## src/scanline_clearance_checker_macros.svh

```systemverilog
// Assertion macros for the scan-line clearance checker, used by scc_run_tracker.
`ifndef SCANLINE_CLEARANCE_CHECKER_MACROS_SVH
`define SCANLINE_CLEARANCE_CHECKER_MACROS_SVH

// Same-cycle implication, disabled during reset.
`define SCC_ASSERT_IMPL(label, clk, rst_n, ante, cons) \
    label: assert property (@(posedge clk) disable iff (!rst_n) (ante) |-> (cons)) \
        else $error("scanline clearance checker: same-cycle check failed");

// Next-cycle implication, disabled during reset.
`define SCC_ASSERT_NEXT(label, clk, rst_n, ante, cons) \
    label: assert property (@(posedge clk) disable iff (!rst_n) (ante) |=> (cons)) \
        else $error("scanline clearance checker: next-cycle check failed");

`endif

```

## src/scc_pkg.sv

```systemverilog
// Shared types and constants for the scan-line clearance checker.
package scc_pkg;

    localparam int LABEL_W      = 16;
    localparam int LEN_W        = 13;
    localparam int ERR_W        = 16;
    localparam int CFG_INDEX_W  = 1;
    localparam int CFG_DATA_W   = 16;

    localparam int LABEL_BITS_DEFAULT = 16;
    localparam int MAX_LINE_DEFAULT   = 4096;

    localparam logic [LEN_W-1:0] STANDOFF_NONE  = '1;
    localparam logic [LEN_W-1:0] CLEARANCE_INIT = LEN_W'(2);
    localparam logic [ERR_W-1:0] ERR_MAX        = '1;

    localparam logic [CFG_INDEX_W-1:0] CFG_MIN_CLEARANCE    = 1'b0;
    localparam logic [CFG_INDEX_W-1:0] CFG_BACKGROUND_LABEL = 1'b1;

    typedef struct packed {
        logic               valid;
        logic [LABEL_W-1:0] label;
        logic               line_start;
    } pixel_stage_t;

endpackage

```

## src/scc_run_tracker.sv

```systemverilog
`include "scanline_clearance_checker_macros.svh"
// Run tracking, gap check, configuration registers and result register.
module scc_run_tracker #(
    parameter int LABEL_BITS = scc_pkg::LABEL_BITS_DEFAULT,
    parameter int MAX_LINE   = scc_pkg::MAX_LINE_DEFAULT
) (
    input  logic                            clk,
    input  logic                            rst_n,
    input  scc_pkg::pixel_stage_t           stage,
    output logic                            advance,
    input  logic                            cfg_valid,
    output logic                            cfg_ready,
    input  logic [scc_pkg::CFG_INDEX_W-1:0] cfg_index,
    input  logic [scc_pkg::CFG_DATA_W-1:0]  cfg_data,
    output logic                            result_valid,
    input  logic                            result_stall,
    output logic                            violation,
    output logic                            gap_closed,
    output logic [scc_pkg::LEN_W-1:0]       gap_length,
    output logic [scc_pkg::ERR_W-1:0]       error_total,
    output logic [scc_pkg::LEN_W-1:0]       min_standoff
);
    import scc_pkg::*;

    localparam int LB      = (LABEL_BITS < LABEL_W) ? LABEL_BITS : LABEL_W;
    localparam int RUN_CAP = (MAX_LINE < 8191) ? MAX_LINE : 8191;
    localparam logic [LEN_W-1:0] RUN_CAP_V = LEN_W'(RUN_CAP);

    logic [LEN_W-1:0]   clearance_reg;
    logic [LABEL_W-1:0] background_reg;

    logic [LB-1:0]    cur_label_reg, cur_label_next;
    logic             cur_valid_reg, cur_valid_next;
    logic [LB-1:0]    prior_label_reg, prior_label_next;
    logic             prior_valid_reg, prior_valid_next;
    logic [LEN_W-1:0] run_count_reg, run_count_next;
    logic [ERR_W-1:0] error_count_reg, error_count_next;
    logic [LEN_W-1:0] standoff_reg, standoff_next;

    logic             res_valid_reg;
    logic             viol_reg, viol_next;
    logic             closed_reg, closed_next;
    logic [LEN_W-1:0] glen_reg, glen_next;

    logic          step;
    logic          cv;
    logic          pv;
    logic          change;
    logic [LB-1:0] pix;
    logic [LB-1:0] bg;

    assign advance   = !res_valid_reg || !result_stall;
    assign step      = stage.valid && advance;
    assign cfg_ready = 1'b1;

    always_comb
    begin
        pix    = stage.label[LB-1:0];
        bg     = background_reg[LB-1:0];
        cv     = cur_valid_reg && !stage.line_start;
        pv     = prior_valid_reg && !stage.line_start;
        change = !cv || (cur_label_reg != pix);

        closed_next = change && cv && (cur_label_reg == bg) && (!pv || (prior_label_reg != pix));
        glen_next   = closed_next ? run_count_reg : '0;
        viol_next   = closed_next && (run_count_reg < clearance_reg);

        error_count_next = error_count_reg;
        if (viol_next && (error_count_reg != ERR_MAX))
        begin
            error_count_next = error_count_reg + ERR_W'(1);
        end

        standoff_next = standoff_reg;
        if (closed_next && (run_count_reg < standoff_reg))
        begin
            standoff_next = run_count_reg;
        end

        if (change)
        begin
            prior_label_next = cur_label_reg;
            prior_valid_next = cv;
            cur_label_next   = pix;
            cur_valid_next   = 1'b1;
            run_count_next   = LEN_W'(1);
        end
        else
        begin
            prior_label_next = prior_label_reg;
            prior_valid_next = pv;
            cur_label_next   = cur_label_reg;
            cur_valid_next   = cur_valid_reg;
            run_count_next   = (run_count_reg < RUN_CAP_V) ? run_count_reg + LEN_W'(1)
                                                           : run_count_reg;
        end
    end

    always_ff @(posedge clk or negedge rst_n)
    begin
        if (!rst_n)
        begin
            clearance_reg   <= CLEARANCE_INIT;
            background_reg  <= '0;
            cur_label_reg   <= '0;
            cur_valid_reg   <= 1'b0;
            prior_label_reg <= '0;
            prior_valid_reg <= 1'b0;
            run_count_reg   <= '0;
            error_count_reg <= '0;
            standoff_reg    <= STANDOFF_NONE;
            res_valid_reg   <= 1'b0;
        end
        else
        begin
            if (cfg_valid && cfg_ready)
            begin
                case (cfg_index)
                    CFG_MIN_CLEARANCE:    clearance_reg  <= cfg_data[LEN_W-1:0];
                    CFG_BACKGROUND_LABEL: background_reg <= cfg_data[LABEL_W-1:0];
                    default:              ;
                endcase
            end
            if (advance)
            begin
                res_valid_reg <= stage.valid;
            end
            if (step)
            begin
                cur_label_reg   <= cur_label_next;
                cur_valid_reg   <= cur_valid_next;
                prior_label_reg <= prior_label_next;
                prior_valid_reg <= prior_valid_next;
                run_count_reg   <= run_count_next;
                error_count_reg <= error_count_next;
                standoff_reg    <= standoff_next;
            end
        end
    end

    always_ff @(posedge clk)
    begin
        if (step)
        begin
            viol_reg   <= viol_next;
            closed_reg <= closed_next;
            glen_reg   <= glen_next;
        end
    end

    assign result_valid = res_valid_reg;
    assign violation    = viol_reg;
    assign gap_closed   = closed_reg;
    assign gap_length   = glen_reg;
    assign error_total  = error_count_reg;
    assign min_standoff = standoff_reg;

    `SCC_ASSERT_IMPL(a_viol_needs_gap, clk, rst_n, res_valid_reg && viol_reg, closed_reg)
    `SCC_ASSERT_IMPL(a_no_gap_zero_len, clk, rst_n, res_valid_reg && !closed_reg, glen_reg == '0)
    `SCC_ASSERT_IMPL(a_min_below_gap, clk, rst_n, res_valid_reg && closed_reg, standoff_reg <= glen_reg)
    `SCC_ASSERT_NEXT(a_err_monotonic, clk, rst_n, 1'b1, error_count_reg >= $past(error_count_reg))
    `SCC_ASSERT_NEXT(a_min_monotonic, clk, rst_n, 1'b1, standoff_reg <= $past(standoff_reg))

endmodule

```

## config.mk

```make
export PLATFORM = sky130hd
export DESIGN_NAME = scc_run_tracker
export DESIGN_NICKNAME = d
export VERILOG_FILES = /design/src/scc_pkg.sv /design/src/scc_run_tracker.sv
export VERILOG_INCLUDE_DIRS = /design/src /design/src/src
export SDC_FILE = /design/constraint.sdc
export NUM_CORES = 1
export LEC_CHECK = 0
export ABC_AREA = 0
export BUFFER_PORTS_ARGS = -buffer_cell sky130_fd_sc_hd__buf_4
export CELL_PAD_IN_SITES_DETAIL_PLACEMENT = 1
export CELL_PAD_IN_SITES_GLOBAL_PLACEMENT = 1
export CORE_MARGIN = 3
export CORE_UTILIZATION = 45
export DETAILED_ROUTE_END_ITERATION = 10
export PLACE_DENSITY = 0.77
export SYNTH_ARGS = -nofsm -noshare
export SYNTH_HDL_FRONTEND = slang
export SYNTH_SLANG_ARGS = --single-unit
```

## constraint.sdc

```tcl
create_clock -name clk -period 2.8 [get_ports clk]
set_input_delay 0.28 -clock clk [delete_from_list [all_inputs] [get_ports clk]]
set_output_delay 0.28 -clock clk [all_outputs]
set_load 0.01 [all_outputs]
```

Yosys cells after proc, flatten, opt, wreduce, memory -nomap -nowiden
Cells that the tools add are included.
W data, S select, Z words.

cells by class
  add/sub/neg operators = 2
  bitwise operators = 1
  mux-type cells = 3
  reductions and logical operators = 24
  equal/unequal tests = 4
  order comparisons = 3

operators with widths
  kind                     count
  $ne A16 B16 Y1           2
  $lt A13 B13 Y1           2
  $mux W13                 2
  $add A16 B1 Y16 const B  1
  $eq A16 B16 Y1           1
  $ne A16 B16 Y1 const B   1
  $add A13 B1 Y13 const B  1
  $lt A13 B13 Y1 const B   1
  $reduce_and A2 Y1        6
  $logic_and A1 B1 Y1      9
  $logic_not A1 Y1         5
  $logic_or A1 B1 Y1       3
  $reduce_bool A2 Y1       1
  $mux W1                  1
  $not A1 Y1               1

word-level totals
  word-level logic and storage cells = 50
  register bits = 121
  output and inout bits = 47
  bits of input ports = 39

Depth between registers and ports, before layout
  depth in word-level cells = 10
  gate-level depth with buffers = 10
  depth with buffers taken out = 9

Worst setup path before layout
OpenSTA, ideal clock, no wires.

  kind = reg-to-reg
  start = reg clearance_reg[1]
  end = reg error_count_reg[11], in the netlist error_total[11]
  stages on the path, launching flop included = 10
  arrival = 2.372 ns
  library setup time = 0.126 ns
  data required time = 2.674 ns
  period minus slack after synthesis = 2.498 ns
  slack = 0.302 ns
  buffers on the path = 0
  path through = dfstp_2 -> inv_1 -> ha_1 -> or4_1 -> a21oi_1 -> or4_1 -> nand3_1 -> nor4b_1 -> nand3_1 -> xnor2_1

between the ends
  longest elaborated chain between the ends = 4

ends and longest elaborated chain
  element                      line                    source
  start, declared              scc_run_tracker.sv:29   logic [LEN_W-1:0] clearance_reg;
  start signal, assigned       scc_run_tracker.sv:119  CFG_MIN_CLEARANCE: clearance_reg <= cfg_data[LEN_W-1:0];
  $lt A13 B13 Y1               scc_run_tracker.sv:66   viol_next = closed_next && (run_count_reg < clearance_reg);
  $logic_and A1 B1 Y1          scc_run_tracker.sv:66
  $logic_and A1 B1 Y1          scc_run_tracker.sv:69   if (viol_next && (error_count_reg != ERR_MAX))
  $reduce_and A2 Y1 (no line)  -
  end signal, assigned         scc_run_tracker.sv:135  error_count_reg <= error_count_next;
  end, declared                scc_run_tracker.sv:37   logic [ERR_W-1:0] error_count_reg, error_count_next;

Every way passes these cells.
A chain may end at the register's enable or synchronous reset.

Worst setup path in the final report
  start = reg cur_label_reg[14]
  end = reg standoff_reg[10], in the netlist min_standoff[10]

between the ends
  longest elaborated chain between the ends = 7
  elaborated cells between the ends (all ways) = 8
  those cells by class = 2 x eq/ne; 6 x reduce/logical

ends and longest elaborated chain
  element                                line                    source
  start, declared                        scc_run_tracker.sv:32   logic [LB-1:0] cur_label_reg, cur_label_next;
  start signal, assigned                 scc_run_tracker.sv:130  cur_label_reg <= cur_label_next;
  $ne A16 B16 Y1                         scc_run_tracker.sv:62   change = !cv || (cur_label_reg != pix);
  $logic_or A1 B1 Y1                     scc_run_tracker.sv:62
  $logic_and A1 B1 Y1                    scc_run_tracker.sv:64   closed_next = change && cv && (cur_label_reg == bg) && (!pv || (prior_label_reg != pix));
  $logic_and A1 B1 Y1 (*) (2 in series)  scc_run_tracker.sv:64
  $logic_and A1 B1 Y1 (*)                scc_run_tracker.sv:75   if (closed_next && (run_count_reg < standoff_reg))
  $reduce_and A2 Y1 (no line) (*)        -
  end signal, assigned                   scc_run_tracker.sv:136  standoff_reg <= standoff_next;
  end, declared                          scc_run_tracker.sv:38   logic [LEN_W-1:0] standoff_reg, standoff_next;

Every way passes the cells marked *; elsewhere a longest branch is shown, timed or not.

==> impl_results.md <==
- # diodes: 0
- Max VDD drop: 352.1 uV
- Final Max Slew Viols: 0
- Mapped Cells: just under 600
- Most frequent cell after synthesis: nand2_1
- DPL Wire Length: 11810 um
- Share of layout cells above drive strength 1: 25.87%
- Hold Slack: between 70 and 80 ps
- Synth cell count leaders: nand2_1 (127), dfrtp_1 (92), xnor2_1 (44)
- Reg area: 0.003120 sq mm
- Final TNS setup: 0 ps
- Initial antenna violation count: 0
- EDFF count, synth: 15
- Total gr overflow: 0
- Crit path time final: 2659 ps
- Synth Register Bits: 121
- Largest net degree at the start of global routing: 56
- Die Span Y: 121.8 um
- DR DRC count: 0
- IO buf count: 84
- TritonCTS Buffers: 17
- Syn_nets: between 600 and 700
- Ys Warns: 0
- Routed vias: 4612
- Fin crit share: 94.97%
- Synth-to-layout area growth: 25.07%
- Post-synth top area cell: dfrtp_1
- Mapped Area: 0.006038 sq mm
- Antenna-violating nets left: 0
- Reg-to-reg setup timing slack: 140 ps
- Sequential share of the synthesized area: 51.68%
- CTS tree: yes
- Top_reg_cell synth: dfrtp_1
- R2R cell count: 7
- Fmax: 376.1 MHz
- Initial DRC count: 209
- Final GP Congestion: just under 0.9
- Crit Reg-Reg Endpoint: min_standoff[10]$_DFFE_PN1P_
- Fin area: 0.007552 sq mm
- Fillers: ~1.4k
- Initial Util: between 40 and 50%
- Clock transition at path regs: approximately 50 ps
- CTS Sinks: about 120
- Type of the worst setup path: reg2reg
- Vias in the first global route: approximately 5.0k
- Multi-input gate area: 0.002750 sq mm
- Worst EP required: 3130 ps
- Relative slew slack: about half
- Startpoint types: flop
- DRT Wirelength: 16410 um
- WHS Endpoint: result_valid$_DFFE_PN0N_
- Final #Nets: 744
- Iteration count of the initial detailed-routing pass: 4
- Average wire per standard cell: 18.99 um
- IO Count: 86
- First-pass GRT wire length: roughly 26000 um
- # setup viols final: 0
- CP Data Arrival Time: 2990 ps
- CP endpoint kind: flop
- Final hold violations: 0
- Die ar.: roughly 0.015 sq mm
- Die Width: 121.8 um
- RSZ-0062 raised after global routing: false
- Synth unique cells: 40
- Status: finished clean
- Synth async-reset ratio: between 80% and 90%
- Later-pin clock latency in the skew report: 410 ps
- Reg-to-reg startpoint: cur_label_reg[14]$_DFFE_PN0P_
- Worst hold path depth: 2
- Worst-Margin Slew: 779.5 ps
- LEAKAGE: 3.570 nW
- Synth Area per Inst: 10.46 sq um
- Post-CTS Setup Bufs: 0
- Top cell type's share of synthesized area: 38.13%
- HP Start: stage[17]
- Dpl cell area: 0.006932 sq mm
- Clk root buf: clkbuf_16
- Clock buffer depth: 2
- Max H-tree Level: 4
- Worst Clk Skew: about 7 ps
- PwrDens: 640.3 mW/mm^2
- Gr usage total: approximately a quarter
- Rows: 41
- Min-delay worst type: in2reg
- Synth top area cells: dfrtp_1 (38%), nand2_1 (7.9%), edfxtp_1 (7.5%), xnor2_1 (6.4%), dfstp_2 (6.1%)
- Maxcap violations: 0
- CP max FO: 13
- Vias per std cell: about 5.3
- Core footprint: 0.01288 sq mm
[cells by family after synthesis]
group                      synth area share (%)
adders and majority gates                 5.387
muxes                                     6.569
AOI/OAI and AO/OA                         3.481
xor gates and xnor gates                  10.44
other                                   0.06210
DFF                                       51.68
and+or+nand+nor                           19.44
buffers and inverters                     2.942
[layout make-up]
type / count / area share (%)
clock buffers: 25 / 6.826
well taps: 172 / 2.850
inverters: 26 / 1.292
clock inverters: 7 / 1.160
repair buffers: 100 / 10.14
flip-flops and latches: 121 / 41.32
multi-input cells: 413 / 36.41
[worst max-delay path, stage by stage, from the launching register on]
cell and delay, ps:
dfrtp_1 450, xor2_1 230, nor4_1 350, nand2_1 90, a211o_1 350, or4_1 550, buf_4 230, mux2_4 320
[layer usage]
metal  GRT usage [%]  part of all wire [%]  vias to the layer above  wire [um]
met2           39.43                    50                      108       8177
met5               0                     0                        -          0
met1           30.00                    45                     2335       7321
met4           9.034                   1.7                        0        286
met3           4.503                   3.8                       25        626
li1                -                     -                     2144          -
[where the power goes]
group          switching (W)  leakage [nW]  internal (W)
Clock               0.000763         0.299       0.00145
Sequential          0.000117          1.46       0.00192
Combinational       0.000342          1.81      0.000245
[what timing repair did]
| action | CTS | global route |
|---|---|---|
| hold endpoints to repair | 40 | 0 |
| hold buffers | 1 | 0 |
| resized for setup | 0 | 2 |
| setup endpoints to repair | 0 | 14 |
[how the worst max path moves through the flow]
stage | start | slack [ps] | endpoint
floorplan | clearance_reg[1]$_DFFE_PN1P_ | 300 | error_total[11]$_DFFE_PN0P_
global placement | clearance_reg[1]$_DFFE_PN1P_ | 260 | error_total[1]$_DFFE_PN0P_
detailed placement | clearance_reg[1]$_DFFE_PN1P_ | 180 | error_total[1]$_DFFE_PN0P_
CTS | cur_label_reg[14]$_DFFE_PN0P_ | 140 | min_standoff[10]$_DFFE_PN1P_
global route | clearance_reg[1]$_DFFE_PN1P_ | 30 | error_total[11]$_DFFE_PN0P_
finish | cur_label_reg[14]$_DFFE_PN0P_ | 140 | min_standoff[10]$_DFFE_PN1P_
[through the flow]
| stage | util (%) | cells | setup slack (ps) | total power (W) |
|---|---|---|---|---|
| floorplan | - | 577 | 301.7 | 0.002386 |
| global placement | 53.83 | 831 | 260.4 | 0.002606 |
| detailed placement | 53.83 | 831 | 183.3 | 0.002646 |
| CTS | 58.59 | 864 | 143.0 | 0.004878 |
| global route | 58.65 | 864 | 25.54 | 0.005035 |
| finish | 58.65 | 864 | 140.9 | 0.004836 |
[cell usage in the layout (no fill, tap or decap), drive strengths merged, types with 2 or more instances in the layout]
| master | instances |
|---|---|
| nand4 | 21 |
| and3 | 10 |
| dfrtp | 92 |
| a31oi | 2 |
| o21ai | 20 |
| nor2b | 4 |
| edfxtp | 15 |
| a21oi | 11 |
| ha | 26 |
| inv | 26 |
| nand2b | 6 |
| or4 | 3 |
| buf | 99 |
| and2 | 16 |
| xnor2 | 44 |
| and4 | 5 |
| clkinv | 4 |
| nor2 | 22 |
| clkbuf | 25 |
| dfstp | 14 |
| nor3 | 5 |
| mux2 | 31 |
| xor2 | 28 |
| bufinv | 2 |
| nand3 | 11 |
| nor4 | 10 |
| nand2 | 127 |
Note: power is estimated with default switching activity, not from simulation.
